$ cat src/design/opq_pkg.sv
// shared types and constants for the order price priority queue
`timescale 1ns / 1ps

package opq_pkg;

    localparam int PRICE_W   = 20;
    localparam int SHARES_W  = 24;
    localparam int USER_W    = 16;
    localparam int COUNT_W   = 5;
    localparam int DEF_DEPTH = 16;

    localparam logic KIND_PUSH = 1'b0;
    localparam logic KIND_POP  = 1'b1;

    typedef struct packed {
        logic [PRICE_W-1:0]  price;
        logic [SHARES_W-1:0] shares;
        logic [USER_W-1:0]   user;
    } t_entry;

endpackage

$ cat src/design/order_price_priority_queue_core.sv
// sorted order store with one shared price comparator and a shifting sequencer
// push walks S_PRD/S_PCMP, pop S_QRD/S_QCMP; refused words go straight to S_FIN, S_BEST
// next word is taken the cycle after a result loads
// each stored slot takes a registered read then a compare or write
// reset clears count, direction and handshake state; slot memory is not cleared
`timescale 1ns / 1ps

module order_price_priority_queue_core #(
    parameter int DEPTH = opq_pkg::DEF_DEPTH
) (
    input  logic                         i_clk,
    input  logic                         i_rst_n,
    input  logic                         i_valid,
    output logic                         o_stall,
    input  logic                         i_kind,
    input  logic [opq_pkg::PRICE_W-1:0]  i_entry_price,
    input  logic [opq_pkg::SHARES_W-1:0] i_entry_shares,
    input  logic [opq_pkg::USER_W-1:0]   i_entry_user,
    output logic                         o_valid,
    input  logic                         i_stall,
    output logic                         o_op_done,
    output logic [opq_pkg::PRICE_W-1:0]  o_best_price,
    output logic [opq_pkg::SHARES_W-1:0] o_best_shares,
    output logic [opq_pkg::USER_W-1:0]   o_best_user,
    output logic [opq_pkg::COUNT_W-1:0]  o_entry_count,
    output logic                         o_is_empty,
    input  logic                         i_cfg_valid,
    output logic                         o_cfg_ready,
    input  logic                         i_cfg_data
);
    import opq_pkg::*;

    localparam int AW = (DEPTH > 1) ? $clog2(DEPTH) : 1;
    localparam int CW = $clog2(DEPTH + 1);

    localparam logic [2:0] S_IDLE = 3'd0;
    localparam logic [2:0] S_PRD  = 3'd1;
    localparam logic [2:0] S_PCMP = 3'd2;
    localparam logic [2:0] S_QRD  = 3'd3;
    localparam logic [2:0] S_QCMP = 3'd4;
    localparam logic [2:0] S_FIN  = 3'd5;
    localparam logic [2:0] S_BEST = 3'd6;

    t_entry mem [DEPTH];

    logic [2:0]    r_state, n_state;
    logic [CW-1:0] r_count, n_count;
    logic [AW-1:0] r_idx, n_idx;
    logic          r_done, n_done;
    logic          r_carry, n_carry;
    logic          r_desc;
    t_entry        r_new;
    t_entry        r_rd_data;
    logic          r_out_valid, n_out_valid;
    logic          r_out_done;
    t_entry        r_out_best;
    logic [CW-1:0] r_out_count;

    logic          w_we;
    logic [AW-1:0] w_waddr;
    t_entry        w_wdata;
    logic [AW-1:0] w_raddr;
    logic          w_beats;
    logic          w_accept;
    logic          w_load_out;
    logic          w_swap;

    assign w_accept = i_valid && (r_state == S_IDLE);
    assign w_beats  = r_desc ? (r_new.price > r_rd_data.price)
                             : (r_new.price < r_rd_data.price);

    always_comb begin
        n_state     = r_state;
        n_count     = r_count;
        n_idx       = r_idx;
        n_done      = r_done;
        n_carry     = r_carry;
        n_out_valid = r_out_valid && i_stall;
        w_we        = 1'b0;
        w_waddr     = r_idx;
        w_wdata     = r_new;
        w_raddr     = r_idx;
        w_load_out  = 1'b0;
        w_swap      = 1'b0;
        unique case (r_state)
            S_IDLE: begin
                if (w_accept) begin
                    n_carry = 1'b0;
                    if (i_kind == KIND_PUSH) begin
                        if (r_count == CW'(DEPTH)) begin
                            n_done  = 1'b0;
                            n_state = S_FIN;
                        end else begin
                            n_done  = 1'b1;
                            n_idx   = '0;
                            n_count = r_count + 1'b1;
                            n_state = S_PRD;
                        end
                    end else begin
                        if (r_count == '0) begin
                            n_done  = 1'b0;
                            n_state = S_FIN;
                        end else begin
                            n_done  = 1'b1;
                            n_idx   = '0;
                            n_state = S_QRD;
                        end
                    end
                end
            end
            S_PRD: begin
                if (CW'(r_idx) + 1'b1 == r_count) begin
                    w_we    = 1'b1;
                    n_state = S_FIN;
                end else begin
                    w_raddr = r_idx;
                    n_state = S_PCMP;
                end
            end
            S_PCMP: begin
                // once placed, every later slot moves back by one
                if (r_carry || w_beats) begin
                    w_we    = 1'b1;
                    w_swap  = 1'b1;
                    n_carry = 1'b1;
                end
                n_idx   = r_idx + 1'b1;
                n_state = S_PRD;
            end
            S_QRD: begin
                if (CW'(r_idx) + 1'b1 == r_count) begin
                    n_count = r_count - 1'b1;
                    n_state = S_FIN;
                end else begin
                    w_raddr = r_idx + 1'b1;
                    n_state = S_QCMP;
                end
            end
            S_QCMP: begin
                w_we    = 1'b1;
                w_wdata = r_rd_data;
                n_idx   = r_idx + 1'b1;
                n_state = S_QRD;
            end
            S_FIN: begin
                w_raddr = '0;
                n_state = S_BEST;
            end
            S_BEST: begin
                w_raddr = '0;
                if (!r_out_valid || !i_stall) begin
                    w_load_out  = 1'b1;
                    n_out_valid = 1'b1;
                    n_state     = S_IDLE;
                end
            end
            default: begin
                n_state = S_IDLE;
            end
        endcase
    end

    always_ff @(posedge i_clk) begin
        if (w_we) begin
            mem[w_waddr] <= w_wdata;
        end
        r_rd_data <= mem[w_raddr];
    end

    always_ff @(posedge i_clk) begin
        if (!i_rst_n) begin
            r_state     <= S_IDLE;
            r_count     <= '0;
            r_idx       <= '0;
            r_done      <= 1'b0;
            r_carry     <= 1'b0;
            r_desc      <= 1'b0;
            r_out_valid <= 1'b0;
        end else begin
            r_state     <= n_state;
            r_count     <= n_count;
            r_idx       <= n_idx;
            r_done      <= n_done;
            r_carry     <= n_carry;
            r_out_valid <= n_out_valid;
            if (i_cfg_valid) begin
                r_desc <= i_cfg_data;
            end
        end
    end

    always_ff @(posedge i_clk) begin
        if (w_accept) begin
            r_new.price  <= i_entry_price;
            r_new.shares <= i_entry_shares;
            r_new.user   <= i_entry_user;
        end else if (w_swap) begin
            r_new <= r_rd_data;
        end
        if (w_load_out) begin
            r_out_done  <= r_done;
            r_out_count <= r_count;
            r_out_best  <= (r_count == '0) ? '0 : r_rd_data;
        end
    end

    assign o_stall       = (r_state != S_IDLE);
    assign o_cfg_ready   = 1'b1;
    assign o_valid       = r_out_valid;
    assign o_op_done     = r_out_done;
    assign o_best_price  = r_out_best.price;
    assign o_best_shares = r_out_best.shares;
    assign o_best_user   = r_out_best.user;
    assign o_entry_count = COUNT_W'(r_out_count);
    assign o_is_empty    = (r_out_count == '0);

endmodule

$ cat config.mk
export PLATFORM = sky130hd
export DESIGN_NAME = order_price_priority_queue_core
export DESIGN_NICKNAME = d
export VERILOG_FILES = /design/src/design/opq_pkg.sv /design/src/design/order_price_priority_queue_core.sv
export SDC_FILE = /design/constraint.sdc
export NUM_CORES = 1
export LEC_CHECK = 0
export BUFFER_PORTS_ARGS = -buffer_cell sky130_fd_sc_hd__buf_2
export CORE_ASPECT_RATIO = 0.8
export CORE_UTILIZATION = 55
export CTS_CLUSTER_SIZE = 25
export DETAILED_ROUTE_END_ITERATION = 8
export PLACE_DENSITY = 0.69
export SYNTH_ARGS = -nofsm -noshare
export SYNTH_HDL_FRONTEND = slang
export SYNTH_SLANG_ARGS = --single-unit
export TNS_END_PERCENT = 100
$ cat constraint.sdc
create_clock -name i_clk -period 6.3 [get_ports i_clk]
set_input_delay 1.26 -clock i_clk [delete_from_list [all_inputs] [get_ports i_clk]]
set_output_delay 1.26 -clock i_clk [all_outputs]
set_load 0.005 [all_outputs]
After elaboration in Yosys (flattened, before gate mapping):

Memories as Yosys holds them, arrays and structs flattened. A register that Yosys moved wholly into a read port is not among the register bits.
Cells that the tools add are included.

* add/subtract/negate cells: 4
* order comparisons: 2
* eq/ne operators: 16
* muxes and demuxes: 40
* reduce and logical (&&, ||, !) cells: 21

Operator list (count)
* $mux W60: 3
* $pmux W3 S7: 1
* $gt A20 B20 Y1: 1
* $lt A20 B20 Y1: 1
* $mux W4: 5
* $mux W5: 4
* $mux W3: 6
* $mux W1: 16
* $pmux W4 S2: 2
* $ne A2 B2 Y1 const B: 6
* $logic_not A5 Y1: 2
* $pmux W5 S2: 1
* $eq A3 B3 Y1 const B: 3
* $reduce_bool A2 Y1: 4
* $eq A3 B2 Y1 const B: 2
* $ne A3 B3 Y1 const B: 2
* $add A4 B1 Y5 const B: 1
* $add A5 B1 Y5 const B: 1
* $eq A5 B5 Y1: 1
* $eq A5 B5 Y1 const B: 1
* $reduce_and A5 Y1: 1
* $sub A5 B1 Y5 const B: 1
* $add A4 B1 Y4 const B: 1
* $reduce_and A2 Y1: 2
* other kinds (11): 15

* bits in registers: 142
* bits in writable memories: 960
* input bits: 67
* output and inout port bits: 70
* logic and storage cells: 99
* memories kept: 1

Memories
* mem: words 16, bits a word 60, read ports 1, clocked after memory_dff 1, wr ports 1, RTL line order_price_priority_queue_core.sv:44 `t_entry mem [DEPTH];`

Depth between registers and ports, before layout:

Gate-level depths: netlist (run 1).

* depth in word-level cells: 7
* gate-level depth with buffers: 15
* gate-level depth less buffers: 10

Worst setup path after synthesis (run 1):

OpenSTA, ideal clock, no wires.

* kind: input to register
* start: input port i_stall
* end: register r_out_best (netlist bit o_best_price[0]) (enable)
* arrival: 4399 ps
* path slack: 1389 ps
* stages on the path: 1
* buffers on the path: 0
* cell sequence: a21oi_1

* cells in the longest elaborated chain, start to end: 4

Ends and longest elaborated chain
* start, declared: RTL line order_price_priority_queue_core.sv:20 `input logic i_stall,`
* $logic_not A1 Y1: RTL line order_price_priority_queue_core.sv:151 `if (!r_out_valid || !i_stall) begin`
* $logic_or A1 B1 Y1: RTL line order_price_priority_queue_core.sv:151
* $mux W1: RTL line order_price_priority_queue_core.sv:151
* $mux W1: RTL line order_price_priority_queue_core.sv:85 `unique case (r_state)`
* end signal, assigned: RTL line order_price_priority_queue_core.sv:203 `r_out_best <= (r_count == '0) ? '0 : r_rd_data;`
* end, declared: RTL line order_price_priority_queue_core.sv:56 `t_entry r_out_best;`

No other way between the ends.
A chain may end at the register's enable or synchronous reset.

Worst setup path in the final report (run 1):

* start: register r_idx[0]
* end: register r_rd_data[48] (netlist name)

* cells in the longest elaborated chain, start to end: 4
* elaborated cells between the ends (all ways): 5
* classes of those cells: 2 x add/sub; 1 x eq/ne; 2 x mux

Ends and longest elaborated chain
* start, declared: RTL line order_price_priority_queue_core.sv:48 `logic [AW-1:0] r_idx, n_idx;`
* start signal, assigned: RTL line order_price_priority_queue_core.sv:182 `r_idx <= n_idx;`
* $add A4 B1 Y5: RTL line order_price_priority_queue_core.sv:131 `if (CW'(r_idx) + 1'b1 == r_count) begin`
* $eq A5 B5 Y1: RTL line order_price_priority_queue_core.sv:131
* $mux W4: RTL line order_price_priority_queue_core.sv:131
* $pmux W4 S2 *: RTL line order_price_priority_queue_core.sv:85

Every way passes the cells marked *; elsewhere a longest branch is shown, timed or not.

==> results of run 1 <==
## worst register-to-register path: cells and delay by family (launching register included)
kind	cells	cell delay, ps
compound gates	5	2160
fa+ha+maj	1	590
buf+inv	1	580
flops	1	530
simple gates	2	760
## state kept, by name (all words and copies together) (netlist names), 3 cells and up
name	count
r_idx	4
o_best_user	16
r_new	60
o_entry_count	5
o_best_shares	24
mem	960
o_best_price	20
r_state	3
r_count	5
r_rd_data	60
## stage by stage
| stage | setup slack [ps] | area (um2) |
|---|---|---|
| 2_1_floorplan | 1389 | 46510 |
| 3_3_place_gp | 1813 | 48320 |
| 3_5_place_dp | 1639 | 48320 |
| 4_1_cts | 1630 | 51730 |
| 5_1_grt | 1382 | 51730 |
| 6_report | 1538 | 51730 |
## cells by family (layout without fill, tap and decap cells)
group,Yosys count,after routing
other,1,1
AO/OA/AOI/OAI,348,348
XOR/XNOR,13,13
flip-flops,1162,1162
adder cells (fa/ha/maj),28,28
AND/OR/NAND/NOR,1260,1260
buffers and inverters,233,430
multiplexers,235,235
## final cells by class
class	instances	area share, %
Timing Repair Buffer	193	2.414
Clock inverter	45	0.7015
Clock buffer	163	5.880
Multi-Input combinational cell	1885	22.14
Tap cell	1104	2.670
Inverter	29	0.2104
Sequential cell	1162	65.99
## report_power, final
| part | switching, mW | internal (mW) |
|---|---|---|
| Sequential | 0.435 | 10.7 |
| Clock | 2.81 | 3.48 |
| Combinational | 4.89 | 2.24 |
| Total | 8.14 | 16.4 |
## metal layers
metal  track usage, %  vias to the layer above  routed length, um
met5                0                        -                  0
met4            6.192                        0               2119
met2            41.96                     1312              53270
met3            5.020                      175              10490
met1            38.39                    14000              47680
li1                 -                    12380                  -
## placed cells by master (no fill, tap or decap), types with 14 or more instances in the layout
cell       count
a21oi_1       24
a221o_1       58
a31oi_1      120
a32o_1        59
and3_1       116
and3_4        17
buf_2        135
buf_4         47
clkbuf_1      44
clkbuf_16    110
clkinv_1      14
clkinv_2      19
dfxtp_1       76
edfxtp_1    1086
ha_1          27
inv_1         29
mux2_2        59
mux2i_1      176
nand2_1      867
nand3_1       73
nand3_2       50
nor2_1        52
nor2b_1       46
o21ai_0       32
## worst paths after layout
| path | endpoint | start | cells after the start | slack, ps |
|---|---|---|---|---|
| worst max-delay path | r_rd_data[48] | r_idx[0] | 9 | 1540 |
| worst min-delay path | o_op_done | r_done | 0 | 440 |
| worst max register to register | r_rd_data[48] | r_idx[0] | 9 | 1540 |
| worst min register to register | o_op_done | r_done | 0 | 440 |
==> out/qor.yml, run 1 <==
outcome:
  status: "complete, no violations"
die:
  design.die.area_mm2: 0.08574
  io_pins: 137
  rows: 94
  chipHeight_um: 262.1
  coreArea_mm2: 0.08292
  initial_utilization_pct: 56.09
  die_w_um: 327.1
timing:
  drv_slew: 0
  clock.fmax_mhz: 210.0
  clock-skew-final_ps: 23.93
  rsz0062_at_grt: "no"
  relSlewSlack_pct: 22.25
  fin_hold_ws_ps: 443.1
  final_hold_viol_count: 0
  finalSetupViolations: 0
  fin_crit_ps: 4762
  finalCritPeriodShare_pct: 75.59
  finalSetupTns_ps: 0
  tightest_slew_ps: 1166
detailed_routing:
  drtIter0Drc: 3093
  antenna_left: 0
  drc: 0
  vias: 27870
  wl_per_cell_um: 24.79
  viasPerCell: 6.083
  totalWireLength_um: 113600
  dr.pass1.iters: 6
logic_synthesis:
  synth_top_cell_by_area: "edfxtp_1"
  synthCells: 3280
  syn_area_mm2: 0.04651
  synth.most_common_cell: "edfxtp_1"
  yosys.area_share.simple_pct: 12.20
  ys_top_cells_by_area: "edfxtp_1 70%, nand2_1 7.0%, mux2i_1 3.8%"
  ys_top_cells_by_count: "1086 x edfxtp_1, 868 x nand2_1, 176 x mux2i_1"
  synth_fa_ha_area_share_pct: 0.7694
  synth_ff_type: "edfxtp_1"
  async_flop_share_pct: 0
  synth.avg_cell_area_um2: 14.18
  synth_nets: 3375
  yosys_register_bits: 1162
  ys_types: 67
  yosysTopAreaCellShare_pct: 70.12
  synth_top_family_by_area: "simple AND/OR/NAND/NOR gates"
  synth_compound_area_share_pct: 5.795
  yosys.area_share.xor_xnor_pct: 0.2448
  yosys_warnings: 0
  synth_edf_count: 1086
  synthMuxAreaShare_pct: 5.216
  synth_seq_area_share_pct: 73.39
cells_and_area:
  regArea_mm2: 0.03413
  multi_input_area_mm2: 0.01145
  final_util_pct: 62.38
  drive_above_1_share_pct: 14.12
  fill_cells: 6077
  antenna_cells: 0
  syn_to_final_growth_pct: 11.22
  instances_no_fill: 4581
  nets: 3475
worst_setup_path:
  worst_path_dominant_cell_family: "compound AO/OA/AOI/OAI gates"
  critical_path_class: "register to register"
  crit_buf_inv: 1
  critPathMaxStageDelay_ps: 690
  required_ps: 6840
  crit_path_max_fanout: 126
  critical_path.cell_chain: "ha_1, nor2b_1, o31ai_2, o211a_1, o41ai_2, or2_4, buf_12, a31oi_1, a221o_1"
  crit_path_start_kind: "register"
  critical_path.slowest_cell: "o41ai_2"
  crit_arrival_ps: 5300
  end_kind: "register"
clock_tree:
  cts_setup_buffers: 0
  postCtsHoldBufs: 0
  clockBufferDepth: 3
  cts-buffers-inserted: 109
  clk_pin_slew_ps: 60
  cts_root_buf: "clkbuf_16"
  cts_sinks: 1162
  clk_latency_ps: 690
  cts_tree: "built"
  post_cts_resize_count: 0
  htreeDepth: 3
global_routing:
  overflow: 0
  grt_usage_pct: 26.51
  grt_antenna_before_repair: 0
  grt_pass1_vias: 27370
  grt_pass1_wl_um: 171100
  grt_max_degree: 161
place:
  dp_hpwl_um: 61420
  routabilityCongestion: 0.8058
  numPortBuffers: 135
  placed_cells: 4373
power_and_ir_drop:
  cellPowerDensity_mw_per_mm2: 474.6
  leakagePower_nw: 18.16
  ir_drop_mv: 0.7003
  finalPower_mw: 24.55
flow_run:
  drv_cap: 0
min_path:
  hp-class: "register to register"
(Power assumes the default switching activity.)
==> inputs of run 2 (changes only) <==
- ABC_AREA: unset -> 1
- PLACE_DENSITY: 0.69 -> 0.71
- clock period: 6.3 -> 4.1 ns (I/O delays scaled with it)
==> run 2 against run 1 <==
Clock power grew 57%; maximum frequency grew 20%; global-route usage grew 1.7 points; die area grew 6.7%; flip-flop and latch count is the same; first-iteration DRC count grew 31%; critical path depth grew 5; synthesized cell count grew 41%; register-to-register slack lost 1400 ps; sequential power grew 57%; design area grew 7.5%; non-clock buffer count grew 60; critical path type unchanged; largest power group unchanged.
==> out/qor.yml, run 2 <==
place:
  numPortBuffers: 135
  routabilityCongestion: 0.8686
  placed_cells: 5800
  dp_hpwl_um: 73310
logic_synthesis:
  yosys_register_bits: 1162
  synth_top_family_by_area: "simple AND/OR/NAND/NOR gates"
  synth_top_cell_by_area: "edfxtp_1"
  ys_top_cells_by_count: "1426 x nand2_1, 1086 x edfxtp_1, 973 x nand3_1"
  synth_ff_type: "edfxtp_1"
  synth_seq_area_share_pct: 68.72
  yosysTopAreaCellShare_pct: 65.66
  yosys.area_share.simple_pct: 22.92
  synth.most_common_cell: "nand2_1"
  synth_edf_count: 1086
  ys_types: 36
  synth_compound_area_share_pct: 1.108
  async_flop_share_pct: 0
  ys_top_cells_by_area: "edfxtp_1 66%, nand2_1 11%, nand3_1 9.8%"
  synth_fa_ha_area_share_pct: 0.7205
  yosys_warnings: 0
  yosys.area_share.xor_xnor_pct: 0.05290
  synthMuxAreaShare_pct: 0
  synth_nets: 4727
  synth.avg_cell_area_um2: 10.72
  syn_area_mm2: 0.04967
  synthCells: 4632
timing:
  rsz0062_at_grt: "no"
  clock.fmax_mhz: 251.0
  fin_crit_ps: 3983
  fin_hold_ws_ps: 377.9
  drv_slew: 0
  finalSetupViolations: 0
  final_hold_viol_count: 0
  finalSetupTns_ps: 0
  finalCritPeriodShare_pct: 97.15
  tightest_slew_ps: 1032
  relSlewSlack_pct: 31.20
  clock-skew-final_ps: 37.84
power_and_ir_drop:
  leakagePower_nw: 22.51
  cellPowerDensity_mw_per_mm2: 720.5
  finalPower_mw: 40.08
  ir_drop_mv: 0.4274
detailed_routing:
  totalWireLength_um: 128100
  wl_per_cell_um: 21.34
  viasPerCell: 5.695
  dr.pass1.iters: 8
  antenna_left: 0
  drc: 0
  vias: 34190
  drtIter0Drc: 4055
cells_and_area:
  reg_top3: "mem: 960 flops, r_new: 60 flops, r_rd_data: 60 flops"
  drive_above_1_share_pct: 9.409
  nets: 4808
  regArea_mm2: 0.03413
  layout_commonest_cell: "nand2_1"
  largest_reg_flops: 960
  syn_to_final_growth_pct: 11.99
  multi_input_area_mm2: 0.01259
  regMostFlops: "mem"
  final_util_pct: 62.23
  instances_no_fill: 6004
  fill_cells: 6855
  final_cell_mix: "1425 x nand2_1, 1086 x edfxtp_1, 973 x nand3_1, 466 x inv_1, 135 x buf_2"
  antenna_cells: 0
worst_setup_path:
  crit_path_max_fanout: 41
  required_ps: 4390
  crit_arrival_ps: 4280
  worst_path_dominant_cell_family: "simple AND/OR/NAND/NOR gates"
  end_kind: "register"
  critical_path_class: "register to register"
  critical_path.cell_chain: "inv_1, ha_1, nand2_1, nor2_1, nand2_1, nor4_1, nand2_1, nand3_1, nand2_1, o211ai_1, nand2_1, buf_12, a21oi_4, buf_4"
  cpMostUsedCell: "nand2_1"
  crit_path_start_kind: "register"
  critical_path.slowest_cell: "buf_4"
  critPathMaxStageDelay_ps: 640
  crit_buf_inv: 3
global_routing:
  grt_pass1_vias: 32790
  grt_pass1_wl_um: 197100
  grt_usage_pct: 28.23
  grt_max_degree: 121
  overflow: 0
  grt_antenna_before_repair: 1
clock_tree:
  cts_setup_buffers: 0
  cts-buffers-inserted: 111
  clockBufferDepth: 3
  cts_root_buf: "clkbuf_16"
  clk_pin_slew_ps: 60
  clk_latency_ps: 700
  cts_tree: "built"
  cts_sinks: 1162
  htreeDepth: 3
die:
  die_w_um: 338.0
  initial_utilization_pct: 55.56
  coreArea_mm2: 0.08939
  rows: 98
  chipHeight_um: 270.8
  design.die.area_mm2: 0.09152
  io_pins: 137
min_path:
  hp-class: "input pin to register"
outcome:
  status: "complete, no violations"
flow_run:
  drv_cap: 0
run 2: cell types whose count changed in the layout (fill, tap and decap cells not counted), sizes merged, moves of 18 or more:
cell	change
nor2b	-46
nand3	+851
mux2i	-176
o21ai	+18
nand2	+563
a31oi	-119
mux2	-59
inv	+445
and3	-133
nand3b	+118
a221o	-58
buf	+60
nor2	-22
a32o	-59
run 2: path summary, 6_finish.rpt:
path	slack, ps	startpoint	endpoint	depth (start not counted)
max reg2reg	120	r_rd_data[59]	mem[13][5]	14
max	120	r_rd_data[59]	mem[13][5]	14
min	380	i_cfg_data	r_desc	3
min reg2reg	480	r_carry	r_carry	2
run 2: final cells by class:
cell class | count | area share [%]
clock buffers | 151 | 5.556
clock inverters | 53 | 0.6906
flip-flops and latches | 1162 | 61.37
repair buffers | 253 | 3.804
well taps | 1200 | 2.699
inverters | 478 | 3.248
multi-input cells | 2707 | 22.64
run 2: what timing repair did:
action / CTS / global route
gates resized for setup: 0 / 1
hold buffers: 0 / 0
setup endpoints to repair: 0 / 34
run 2: cell families (layout without fill, tap and decap cells):
logic type	count (synthesis)	after routing
fa+ha+maj	28	28
buf+inv	763	935
compound gates	103	103
flops	1162	1162
simple gates	2572	2572
xor+xnor	3	3
other cells	1	1
run 2: power breakdown:
part           total (mW)  internal (mW)  switching (mW)
Combinational        12.8           3.35            9.45
Clock                9.89           5.51            4.38
Sequential           17.4           16.7           0.719
run 2: metal layers:
layer / GRT usage, % / routed length (um) / share of wire (%)
met5: 0 / 0 / 0
met2: 43.67 / 58930 / 46
met3: 4.981 / 11520 / 9.0
met4: 8.835 / 3973 / 3.1
met1: 40.78 / 53710 / 42
run 2: tightest hold or removal path, delay by kind of cell:
kind / cells / cell delay (ps)
AOI/OAI and AO/OA: 1 / 50
buffers and inverters: 1 / 80
and+or+nand+nor: 1 / 70
run 2: through the flow:
step	setup slack [ps]	instance area (um2)
final	116.6	55620
after global routing	40.17	55620
after CTS	177.9	55620
after detailed placement	214.9	52140
after global placement	330.3	52140
after floorplan	-1138	49670
